### src/hdl/sbf_pkg.sv
// shared types and codes for the segment boundary finder
package sbf_pkg;

   localparam int BOUNDARY_WIDTH = 32;

   typedef logic signed [BOUNDARY_WIDTH-1:0] boundary_type;
   typedef logic [1:0] op_type;
   typedef logic [2:0] status_type;

   localparam op_type OP_CLEAR  = 2'd0;
   localparam op_type OP_APPEND = 2'd1;
   localparam op_type OP_QUERY  = 2'd2;

   localparam status_type ST_OK      = 3'd0;
   localparam status_type ST_OVERLAP = 3'd1;
   localparam status_type ST_EMPTY   = 3'd2;
   localparam status_type ST_FULL    = 3'd3;
   localparam status_type ST_ODD     = 3'd4;

   // controller to datapath
   typedef struct packed {
      logic direct_load;   // item finished in the accept cycle
      logic start_search;  // query needs a table search
      logic probe;         // read the midpoint entry
      logic update;        // narrow the search window
      logic adjust;        // pick pair member and read it
      logic finish;        // load the query result
   } sbf_cmd_type;

   // datapath to controller
   typedef struct packed {
      logic search_needed;
      logic search_done;
   } sbf_stat_type;

endpackage

### src/hdl/sbf_ctrl.sv
// controller state machine for the segment boundary finder
module sbf_ctrl (
   input  logic                 clock,
   input  logic                 reset,
   input  logic                 req_valid,
   output logic                 req_ready,
   output logic                 rsp_valid,
   input  logic                 rsp_ready,
   output sbf_pkg::sbf_cmd_type cmd,
   input  sbf_pkg::sbf_stat_type stat
);
   import sbf_pkg::*;

   localparam logic [2:0] S_IDLE   = 3'd0;
   localparam logic [2:0] S_PROBE  = 3'd1;
   localparam logic [2:0] S_CMP    = 3'd2;
   localparam logic [2:0] S_ADJUST = 3'd3;
   localparam logic [2:0] S_LOAD   = 3'd4;

   logic [2:0] state_ff, state_in;
   logic       rsp_valid_ff, rsp_valid_in;
   logic       out_free;
   logic       accept;

   assign out_free  = !rsp_valid_ff || rsp_ready;
   assign req_ready = (state_ff == S_IDLE) && out_free;
   assign accept    = req_valid && req_ready;
   assign rsp_valid = rsp_valid_ff;

   always_comb begin
      cmd              = '0;
      cmd.direct_load  = accept && !stat.search_needed;
      cmd.start_search = accept && stat.search_needed;
      cmd.probe        = (state_ff == S_PROBE);
      cmd.update       = (state_ff == S_CMP);
      cmd.adjust       = (state_ff == S_ADJUST);
      cmd.finish       = (state_ff == S_LOAD) && out_free;
   end

   always_comb begin
      state_in = state_ff;
      unique case (state_ff)
         S_IDLE: begin
            if (cmd.start_search) state_in = S_PROBE;
         end
         S_PROBE:  state_in = S_CMP;
         S_CMP: begin
            state_in = stat.search_done ? S_ADJUST : S_PROBE;
         end
         S_ADJUST: state_in = S_LOAD;
         S_LOAD: begin
            if (out_free) state_in = S_IDLE;
         end
         default:  state_in = S_IDLE;
      endcase
   end

   always_comb begin
      priority if (cmd.direct_load || cmd.finish) rsp_valid_in = 1'b1;
      else if (rsp_ready)                         rsp_valid_in = 1'b0;
      else                                        rsp_valid_in = rsp_valid_ff;
   end

   always_ff @(posedge clock) begin
      if (reset) begin
         state_ff     <= S_IDLE;
         rsp_valid_ff <= 1'b0;
      end else begin
         state_ff     <= state_in;
         rsp_valid_ff <= rsp_valid_in;
      end
   end

endmodule

### src/hdl/sbf_dpath.sv
// datapath of the segment boundary finder: table memory, search window, result register
module sbf_dpath #(
   parameter int MAX_BOUNDARIES = 64
) (
   input  logic                  clock,
   input  logic                  reset,
   input  sbf_pkg::sbf_cmd_type  cmd,
   output sbf_pkg::sbf_stat_type stat,
   input  sbf_pkg::op_type       req_operation,
   input  sbf_pkg::boundary_type req_boundary_value,
   input  sbf_pkg::boundary_type req_query_offset,
   input  logic                  req_search_forward,
   input  logic                  req_want_start,
   output logic                  rsp_boundary_found,
   output sbf_pkg::boundary_type rsp_boundary_result,
   output sbf_pkg::status_type   rsp_status
);
   import sbf_pkg::*;

   localparam int CW = $clog2(MAX_BOUNDARIES + 1);
   localparam int AW = $clog2(MAX_BOUNDARIES);
   localparam logic [CW-1:0] COUNT_MAX = CW'(MAX_BOUNDARIES);

   boundary_type bnd_mem [MAX_BOUNDARIES];

   logic [CW-1:0] count_ff, count_in;
   boundary_type  last_ff, last_in;
   boundary_type  rd_data_ff;
   logic [CW-1:0] lo_ff, lo_in, hi_ff, hi_in, mid_ff;
   logic [CW-1:0] mid;
   boundary_type  off_ff;
   logic          fwd_ff, ws_ff;
   logic          miss_ff;
   logic          found_ff;
   boundary_type  result_ff;
   status_type    status_ff;

   logic          wr_en;
   status_type    dir_status;
   logic          below;
   logic [CW-1:0] adj_idx;
   logic          adj_miss;
   logic          rd_en;
   logic [AW-1:0] rd_addr;

   // queries that need no search: odd or empty table, forward from a negative offset
   assign stat.search_needed = (req_operation == OP_QUERY) && !count_ff[0]
                               && (count_ff != '0)
                               && !(req_search_forward && req_query_offset < 0);

   assign mid   = lo_ff + ((hi_ff - lo_ff) >> 1);
   assign below = fwd_ff ? (rd_data_ff <= off_ff) : (rd_data_ff < off_ff);

   always_comb begin
      lo_in = lo_ff;
      hi_in = hi_ff;
      if (cmd.start_search) begin
         lo_in = '0;
         hi_in = count_ff;
      end else if (cmd.update) begin
         if (below) lo_in = mid_ff + 1'b1;
         else       hi_in = mid_ff;
      end
   end

   assign stat.search_done = (lo_in >= hi_in);

   // pick the start or end member of the pair next to the search point
   always_comb begin
      adj_miss = 1'b0;
      if (fwd_ff) begin
         adj_idx = lo_ff;
         if (lo_ff >= count_ff) begin
            adj_miss = 1'b1;
         end else if (ws_ff == lo_ff[0]) begin
            adj_idx = lo_ff + 1'b1;
            if (adj_idx >= count_ff) adj_miss = 1'b1;
         end
      end else begin
         adj_idx = lo_ff - 1'b1;
         if (lo_ff == '0) begin
            adj_miss = 1'b1;
         end else if (ws_ff == adj_idx[0]) begin
            if (adj_idx == '0) adj_miss = 1'b1;
            adj_idx = adj_idx - 1'b1;
         end
      end
   end

   assign rd_en   = cmd.probe || (cmd.adjust && !adj_miss);
   assign rd_addr = cmd.probe ? mid[AW-1:0] : adj_idx[AW-1:0];

   // clear, append and the quick query outcomes
   always_comb begin
      count_in   = count_ff;
      last_in    = last_ff;
      wr_en      = 1'b0;
      dir_status = ST_OK;
      if (cmd.direct_load) begin
         unique case (req_operation)
            OP_CLEAR: begin
               count_in = '0;
            end
            OP_APPEND: begin
               priority if (count_ff == COUNT_MAX) begin
                  dir_status = ST_FULL;
               end else if (!count_ff[0] && count_ff != '0
                            && req_boundary_value < last_ff) begin
                  dir_status = ST_OVERLAP;
               end else if (count_ff[0] && last_ff >= req_boundary_value) begin
                  dir_status = ST_EMPTY;
               end else begin
                  dir_status = ST_OK;
               end
               if (dir_status == ST_OK) begin
                  wr_en    = 1'b1;
                  count_in = count_ff + 1'b1;
                  last_in  = req_boundary_value;
               end
            end
            OP_QUERY: begin
               if (count_ff[0]) dir_status = ST_ODD;
            end
            default: ;
         endcase
      end
   end

   always_ff @(posedge clock) begin
      if (wr_en) bnd_mem[count_ff[AW-1:0]] <= req_boundary_value;
      if (rd_en) rd_data_ff <= bnd_mem[rd_addr];
   end

   always_ff @(posedge clock) begin
      if (reset) begin
         count_ff <= '0;
      end else begin
         count_ff <= count_in;
      end
   end

   always_ff @(posedge clock) begin
      last_ff <= last_in;
      lo_ff   <= lo_in;
      hi_ff   <= hi_in;
      if (cmd.probe) mid_ff <= mid;
      if (cmd.start_search) begin
         off_ff <= req_query_offset;
         fwd_ff <= req_search_forward;
         ws_ff  <= req_want_start;
      end
      if (cmd.adjust) miss_ff <= adj_miss;
      if (cmd.direct_load) begin
         found_ff  <= 1'b0;
         result_ff <= '0;
         status_ff <= dir_status;
      end else if (cmd.finish) begin
         found_ff  <= !miss_ff;
         result_ff <= miss_ff ? '0 : rd_data_ff;
         status_ff <= ST_OK;
      end
   end

   assign rsp_boundary_found  = found_ff;
   assign rsp_boundary_result = result_ff;
   assign rsp_status          = status_ff;

`ifndef NO_ASSERTIONS
   a_count_range: assert property (@(posedge clock) disable iff (reset)
      count_ff <= COUNT_MAX)
      else $error("boundary count above table size");

   a_count_step: assert property (@(posedge clock) disable iff (reset)
      (count_ff != $past(count_ff) && count_ff != '0) |-> count_ff == $past(count_ff) + 1'b1)
      else $error("boundary count moved by more than one");

   a_window_open: assert property (@(posedge clock) disable iff (reset)
      (cmd.probe || cmd.update) |-> (lo_ff < hi_ff && hi_ff <= count_ff))
      else $error("search window empty or beyond table");

   a_found_ok: assert property (@(posedge clock) disable iff (reset)
      $past(cmd.finish) |-> rsp_status == ST_OK)
      else $error("search result carries an error status");
`endif

endmodule

### src/hdl/segment_boundary_finder_core.sv
// segment boundary finder: top level joining controller and datapath
//
// Keeps a sorted table of segment boundaries as start/end pairs.
// req_ channel: operation 0 clears the table, 1 appends req_boundary_value,
// 2 queries the next (req_search_forward) or previous start or end
// (req_want_start) boundary relative to req_query_offset.
// rsp_ channel: one transfer per request with found flag, boundary and status.
// Clear, append and queries that need no search (odd or empty table,
// forward from a negative offset) respond the cycle after acceptance.
// A searching query runs a binary search over the table memory: each probe
// is a memory read, then a compare, with at most ceil(log2(count+1)) probes,
// followed by the pair pick and the result load.
// One item is in work at a time.
// The result register lets a new request be taken in the cycle the
// previous result is taken; while the receiver stalls, req_ready stays low
// once a finished result is waiting and no new one can be loaded.
// Reset empties the table (count zero) and drops any pending result.
module segment_boundary_finder_core #(
   parameter int MAX_BOUNDARIES = 64
) (
   input  logic                  clock,
   input  logic                  reset,
   input  logic                  req_valid,
   output logic                  req_ready,
   input  sbf_pkg::op_type       req_operation,
   input  sbf_pkg::boundary_type req_boundary_value,
   input  sbf_pkg::boundary_type req_query_offset,
   input  logic                  req_search_forward,
   input  logic                  req_want_start,
   output logic                  rsp_valid,
   input  logic                  rsp_ready,
   output logic                  rsp_boundary_found,
   output sbf_pkg::boundary_type rsp_boundary_result,
   output sbf_pkg::status_type   rsp_status
);
   import sbf_pkg::*;

   sbf_cmd_type  cmd;
   sbf_stat_type stat;

   sbf_ctrl u_ctrl (
      .clock     (clock),
      .reset     (reset),
      .req_valid (req_valid),
      .req_ready (req_ready),
      .rsp_valid (rsp_valid),
      .rsp_ready (rsp_ready),
      .cmd       (cmd),
      .stat      (stat)
   );

   sbf_dpath #(
      .MAX_BOUNDARIES (MAX_BOUNDARIES)
   ) u_dpath (
      .clock               (clock),
      .reset               (reset),
      .cmd                 (cmd),
      .stat                (stat),
      .req_operation       (req_operation),
      .req_boundary_value  (req_boundary_value),
      .req_query_offset    (req_query_offset),
      .req_search_forward  (req_search_forward),
      .req_want_start      (req_want_start),
      .rsp_boundary_found  (rsp_boundary_found),
      .rsp_boundary_result (rsp_boundary_result),
      .rsp_status          (rsp_status)
   );

endmodule
### config.mk
export PLATFORM = sky130hd
export DESIGN_NAME = segment_boundary_finder_core
export DESIGN_NICKNAME = d
export VERILOG_FILES = /design/src/hdl/sbf_pkg.sv /design/src/hdl/sbf_ctrl.sv /design/src/hdl/sbf_dpath.sv /design/src/hdl/segment_boundary_finder_core.sv
export SDC_FILE = /design/constraint.sdc
export NUM_CORES = 2
export LEC_CHECK = 0
export ABC_AREA = 0
export BUFFER_PORTS_ARGS = -buffer_cell sky130_fd_sc_hd__clkbuf_2
export CAP_MARGIN = 30
export CORE_MARGIN = 2
export CORE_UTILIZATION = 35
export DETAILED_ROUTE_END_ITERATION = 8
export GPL_TIMING_DRIVEN = 0
export SLEW_MARGIN = 5
export SYNTH_ARGS = -nofsm -noshare
export SYNTH_HDL_FRONTEND = slang
export SYNTH_HIERARCHICAL = 1
export SYNTH_SLANG_ARGS = --single-unit
export TNS_END_PERCENT = 20
### constraint.sdc
create_clock -name clock -period 6.8 [get_ports clock]
set_input_delay 0 -clock clock [delete_from_list [all_inputs] [get_ports clock]]
set_output_delay 0 -clock clock [all_outputs]
set_load 0.02 [all_outputs]
After elaboration in Yosys (flattened, before gate mapping)
Memories as Yosys holds them, arrays and structs flattened. A register that Yosys moved wholly into a read port is not among the register bits.
Index checks and enable logic that the tools add are counted.
W data, S select, Z words.
{"block": "totals", "out_inout_bits": 38, "regBits": 135, "memories": 1, "mem_bits_rw": 2048}
{"name": "u_dpath.bnd_mem", "words": 64, "width": 32, "read_ports": 1, "rd_ports_with_merged_regs": 1, "wr": 1, "line_no": "sbf_dpath.sv:24", "text": "boundary_type bnd_mem [MAX_BOUNDARIES];"}
{"block": "classes", "addsub": 7, "order_cmp": 8, "n_reduce_logical": 34, "muxes": 43, "n_eq_ne": 12}
{"cell": "$lt A32 B32 Y1", "count": 2}
{"cell": "$mux W7", "count": 7}
{"cell": "$mux W6", "count": 6}
{"cell": "$ge A32 B32 Y1", "count": 1}
{"cell": "$le A32 B32 Y1", "count": 1}
{"cell": "$lt A32 B1 Y1 const B", "count": 1}
{"cell": "$mux W32", "count": 1}
{"cell": "$mux W3", "count": 9}
{"cell": "$add A7 B1 Y7 const B", "count": 3}
{"cell": "$ge A7 B7 Y1", "count": 3}
{"cell": "$mux W1", "count": 15}
{"cell": "$pmux W3 S5", "count": 1}
{"cell": "$logic_not A7 Y1", "count": 2}
{"cell": "$pmux W7 S2", "count": 1}
{"cell": "$logic_and A1 B1 Y1", "count": 13}
{"cell": "$add A7 B6 Y7", "count": 1}
{"cell": "$eq A7 B7 Y1 const B", "count": 1}
{"cell": "$reduce_bool A7 Y1", "count": 1}
{"cell": "$sub A7 B1 Y7 const B", "count": 1}
{"cell": "$sub A7 B7 Y7", "count": 1}
{"cell": "$eq A3 B2 Y1 const B", "count": 2}
{"cell": "$logic_not A1 Y1", "count": 6}
{"cell": "$logic_not A3 Y1", "count": 2}
{"cell": "$pmux W3 S2", "count": 1}
{"cell": "14 further kinds", "count": 22}

Depth between registers and ports, before layout
{"block": "logic_depth", "ltp_word": 13, "depth_mapped": 25, "mapped_depth_nobuf": 24}

By module
The synthesis kept the hierarchy.
{"module": "sbf_dpath", "cells_per_inst": 6268, "area_per_inst_um2": 88147.0, "seq_area_each_um2": 65853.2, "n_inst": 1}
{"module": "sbf_ctrl", "cells_per_inst": 28, "area_per_inst_um2": 252.7, "seq_area_each_um2": 80.1, "n_inst": 1}

Least setup slack after synthesis
Ideal clock, no wire load.
{"block": "synth_path", "path_type": "flip-flop to flip-flop", "startpoint": "reg u_dpath.count_ff[3]", "endpoint": "mem u_dpath/bnd_mem[48][0] (netlist name) (enable)", "t_required_ps": 6298, "arrival_time_ps": 5688, "setup_slack_ps": 610, "setup_ps": 502, "path_stages_with_launch": 16, "cell_sequence": "dfxtp_1 clkbuf_1 clkinv_1 nand3_1 nand3b_1 nor2_1 a2111oi_0 nor2b_1 and2_1 clkbuf_1 nand2_1 a211oi_1 a41o_1 nand2_1 clkbuf_1 nor4_1"}
{"element": "from (decl)", "line_no": "sbf_dpath.sv:26", "text": "logic [CW-1:0] count_ff, count_in;"}
{"element": "from (signal assigned)", "line_no": "sbf_dpath.sv:138", "text": "count_ff <= count_in;"}
{"element": "to (decl)", "line_no": "sbf_dpath.sv:24"}

Worst setup path after layout
{"block": "layout_path", "startpoint": "reg u_dpath.lo_ff[0]", "endpoint": "reg u_dpath.rd_data_ff[3] (read register of u_dpath.bnd_mem), data pin"}
{"block": "layout_between", "elab_chain_len": 9, "elab_cells_between_ends": 27, "classes_between": "5 x add/sub; 2 x order compare; 2 x eq/ne; 13 x mux; 5 x reduce/logical"}
{"element": "from (decl)", "line_no": "sbf_dpath.sv:29", "text": "logic [CW-1:0] lo_ff, lo_in, hi_ff, hi_in, mid_ff;"}
{"element": "from (signal assigned)", "line_no": "sbf_dpath.sv:144", "text": "lo_ff <= lo_in;"}
{"element": "$add A7 B1 Y7 or $sub A7 B1 Y7 (tied branches)", "line_no": "sbf_dpath.sv:76, sbf_dpath.sv:80"}
{"element": "$ge A7 B7 Y1 or $logic_not A7 Y1 (tied branches)", "line_no": "sbf_dpath.sv:77, sbf_dpath.sv:84"}
{"element": "$mux W1, on equally long branches", "line_no": "sbf_dpath.sv:77, sbf_dpath.sv:84"}
{"element": "$mux W1, on equally long branches", "line_no": "sbf_dpath.sv:75, sbf_dpath.sv:83"}
{"element": "$mux W1, on equally long branches", "line_no": "sbf_dpath.sv:73, sbf_dpath.sv:81"}
{"element": "$mux W1", "line_no": "sbf_dpath.sv:71", "text": "if (fwd_ff) begin"}
{"element": "$logic_not A1 Y1", "line_no": "sbf_dpath.sv:90", "text": "assign rd_en = cmd.probe || (cmd.adjust && !adj_miss);"}
{"element": "$logic_and A1 B1 Y1", "line_no": "sbf_dpath.sv:90"}
{"element": "$logic_or A1 B1 Y1", "line_no": "sbf_dpath.sv:90"}
{"element": "to (decl)", "line_no": "sbf_dpath.sv:28", "text": "boundary_type rd_data_ff;"}
Several ways; a longest one is shown, not always the timed one.
A chain may end at the register's enable or synchronous reset.

==> run summary <==
OUTCOME
----------------------------------------------------------------------------------
Run status .......................................................... finished, final reports clean

LOGIC SYNTHESIS
----------------------------------------------------------------------------------
Number of synthesized flops with an enable pin ......................         2157
Register bit count reported by yosys ................................         2215
Multiplexer area fraction after synthesis ...........................       0.0305
Main combinational cell family by area after synthesis .............. simple AND/OR/NAND/NOR gates
Avg Cell Area, Syn ..................................................   14.0 sq um
Fraction of registers with async set/reset ..........................            0
Simple-gate area share of the yosys netlist .........................        0.124
Post-synthesis adder-cell area fraction .............................       0.0156
Main flop type after synthesis ......................................     edfxtp_1
Yosys Warn Count ....................................................            6
Post-synthesis cell count ...........................................         6296
Synthesized-area fraction occupied by xor and xnor cells ............      0.00306
Mapped cell area ....................................................  88400 sq um
Cell types with the largest area share after synthesis .............. edfxtp_1, nand2_1, nand3_1, mux2i_1, ha_1
Cell type contributing the most total cell area after synthesis .....     edfxtp_1
Count of different cell masters after synthesis .....................           79
Fraction of synthesized cell area taken by the top area cell type ...        0.733
Syn_nets ............................................................         6477
Area fraction in compound gates after synthesis .....................       0.0583
Post-synthesis sequential area ratio ................................        0.746

TIMING
----------------------------------------------------------------------------------
Number of endpoints with negative hold slack in the final report ....            0
Min Hold Slack ......................................................     0.127 ns
Endpoints failing setup .............................................            0
Slew Viols, Final ...................................................            0
Worst slew pin tran .................................................      1.31 ns
Post-route clock skew ...............................................    0.0711 ns
Minimum period implied by the final worst setup slack ...............      6.64 ns
Final sum of negative setup slack ...................................         0 ns
RSZ-0062 raised after global routing ................................        false
Maximum clock rate ..................................................      150 MHz
Max_slew headroom ...................................................        0.125
Final worst-path setup slack ........................................     0.155 ns
Period utilisation layout ...........................................        0.977

GLOBAL ROUTE
----------------------------------------------------------------------------------
Largest net degree at the start of global routing ...................           67
Number of antenna violations at the first check in global routing ...           41
GRT met1 Usage ......................................................        0.280
GRT Resource Usage Total ............................................        0.208
Final global-route overflow total ...................................            0
First-pass GRT wire length ..........................................       387 mm
Vias in the first global route ......................................        54164
Global-route track usage on met2 ....................................        0.335
Most Used Layer, Global Route .......................................         met2
Global routing met3 resource utilization ............................       0.0328

WORST SETUP PATH
----------------------------------------------------------------------------------
Kind of capture point of the worst setup path .......................     register
Startpoint of the worst-slack reg-to-reg timing path ................ u_dpath/lo_ff[0]
Kind of critical path ............................................... register to register
Worst Setup Start Kind ..............................................     register
Arrival time of data at the critical path endpoint ..................      7.34 ns
Critical Path RT ....................................................      7.50 ns
Worst Setup SP ...................................................... u_dpath/lo_ff[0]
Largest driver fanout on the critical path ..........................           10

POWER
----------------------------------------------------------------------------------
Static power due to leakage .........................................      36.2 nW
Total Power .........................................................      42.6 mW
Total power density per cell area ...................................  406 nW/um^2
Worst voltage drop across the vdd grid ..............................       259 uV

FINISH
----------------------------------------------------------------------------------
Total number of nets in the final design ............................         7119
Post-layout util ....................................................        0.418
Final std cells w/o fill ............................................        10519
Final design instance area without fill ............................. 105000 sq um
Area added between synthesis and finish .............................        18.9%
Share of final-layout standard cells stronger than drive strength 1 .        0.125

FLOORPLAN
----------------------------------------------------------------------------------
Die Height ..........................................................  507 microns
Row cnt .............................................................          184
Die extent in x .....................................................  507 microns
Placeable Area ...................................................... 251000 sq um
Overall die area .................................................... 257000 sq um
Starting Density ....................................................        0.352
Top-level I/O count .................................................          110

ROUTE
----------------------------------------------------------------------------------
Pre-Repair DR Iteration Count .......................................            6
Via density per instance ............................................         5.39
Routed vias .........................................................        56648
Average detailed-routed wire length per instance .................... 26.0 microns
Drt total wl ........................................................       274 mm
Final antenna-violating net count ...................................            0
Number of DRC markers in iteration 0 ................................         6422
Final routed DRC violation total ....................................            0

RUN
----------------------------------------------------------------------------------
Number of maximum-capacitance violations ............................            0

CLOCK TREE
----------------------------------------------------------------------------------
CTS max path bufs ...................................................            3
Latest clock arrival within the worst-skew pair .....................      0.90 ns
Total CTS buffers ...................................................          220
Setup Fix Bufs, Post-CTS ............................................            0
Clock tree from TritonCTS ...........................................         done
CTS clk-pin slew, worst paths .......................................      0.07 ns
Root buf cell .......................................................    clkbuf_16
Maximum level of the CTS H-tree .....................................            4
Clock tree sinks ....................................................         2215

WORST HOLD PATH
----------------------------------------------------------------------------------
HP Start ............................................................        reset
Min-delay worst type ................................................ input pin to register

PLACED DESIGN
----------------------------------------------------------------------------------
Cell area reported after detailed placement .........................  96400 sq um
Quantity of I/O buffers inserted on ports ...........................          109
Setup WS pre-CTS ....................................................     0.244 ns
DP Wirelength .......................................................       195 mm
GP Congestion .......................................................        0.959
Cell Count Post-Placement ...........................................         9938

layout make-up:
type	count	area, sq um
fillers	22625	146000
flip-flops and latches	2215	65900
multi-input cells	3623	21000
clock buffers	270	5750
repair buffers	420	4590
well taps	3348	4190
plain buffers	361	1650
clock inverters	141	1540
inverters	97	364
diodes	44	110
timing repair:
item	CTS	global route
resized for setup	0	3
hold endpoints to repair	2063	0
endpoints found under the setup margin	0	3
hold buffers	116	0
final timing paths:
check                                    end  slack [ns]  depth (start not counted)
setup reg to reg       u_dpath/rd_data_ff[3]        0.16                         17
hold / removal            u_ctrl/state_ff[1]        0.13                          3
hold reg to reg   u_dpath/rsp_boundary_found        0.48                          1
setup / recovery       u_dpath/rd_data_ff[3]        0.16                         17
registers in the layout (all words and copies together), names as in the netlist:
register	count
u_dpath/last_ff	32
u_dpath/rsp_status	3
u_dpath/off_ff	32
u_ctrl/rsp_valid	1
u_dpath/lo_ff	7
u_dpath/ws_ff	1
u_dpath/bnd_mem	2048
u_dpath/hi_ff	7
u_ctrl/state_ff	3
u_dpath/rsp_boundary_found	1
u_dpath/rsp_boundary_result	32
u_dpath/rd_data_ff	32
u_dpath/fwd_ff	1
u_dpath/mid_ff	7
u_dpath/count_ff	7
u_dpath/miss_ff	1
per-layer routing:
metal  up-vias  routed length, microns
met5         -                      34
li1      24967                       -
met2      2586                  129000
met1     28677                  110000
met4         6                   11600
met3       412                   23000
where the power goes:
group	switching (mW)	internal [mW]
Sequential	0.0968	15.2
Clock	5.28	6.93
Combinational	11.0	4.15
logic make-up (layout without fill, tap and decap cells):
family / after synthesis / count (layout)
adders and majority gates: 109 / 109
DFF: 2215 / 2215
AOI/OAI and AO/OA: 691 / 691
buffers and inverters: 458 / 1289
xor gates and xnor gates: 30 / 30
muxes: 269 / 269
and+or+nand+nor: 2524 / 2524
other: 0 / 44
critical path: stages, from the launching register on:
cell and delay [ns]:
dfxtp_1 0.51, buf_2 0.31, inv_1 0.18, ha_1 0.32, nand2b_1 0.10, a211oi_1 0.08
o311ai_1 0.73, nor4_1 0.16, nor4_1 0.28, buf_2 0.39, buf_4 0.31, buf_2 0.55
buf_1 0.69, nor2_1 0.08, nor2_1 0.12, o221ai_1 0.29, o21ai_0 0.85, and4_1 0.44
placed cells by master (no fill, tap or decap), drive strengths merged, types with 10 or more instances in the layout:
cell / instances
ha: 107
o21ai: 56
a21o: 21
nor2b: 16
clkinv: 106
a211oi: 47
bufinv: 23
a22oi: 32
nand3: 591
nor4: 28
clkbuf: 544
buf: 391
and4: 36
o221ai: 31
nand2b: 12
o31ai: 12
and3: 42
nor3: 13
a32o: 35
edfxtp: 2157
diode: 44
inv: 100
a31oi: 70
or4: 10
nand2: 1525
mux2i: 266
a32oi: 98
nor2: 181
nand4: 50
dfxtp: 58
o21a: 11
a41o: 32
xnor2: 23
a22o: 32
dlygate4sd3: 116
a221oi: 36
a21oi: 133
Yosys cell counts, types with 31 or more instances:
library cell / instances
a211oi_1: 41
a21oi_1: 130
a221oi_1: 36
a22o_1: 32
a22oi_1: 32
a31oi_1: 70
a32o_1: 35
a32oi_1: 98
a41o_1: 32
and3_1: 42
and4_1: 36
buf_1: 33
buf_2: 141
clkbuf_1: 161
dfxtp_1: 58
edfxtp_1: 2157
ha_1: 107
inv_1: 93
mux2i_1: 266
nand2_1: 1524
nand3_1: 591
nand4_1: 49
nor2_1: 180
o21ai_0: 47
o221ai_1: 31
(Power assumes the default switching activity.)
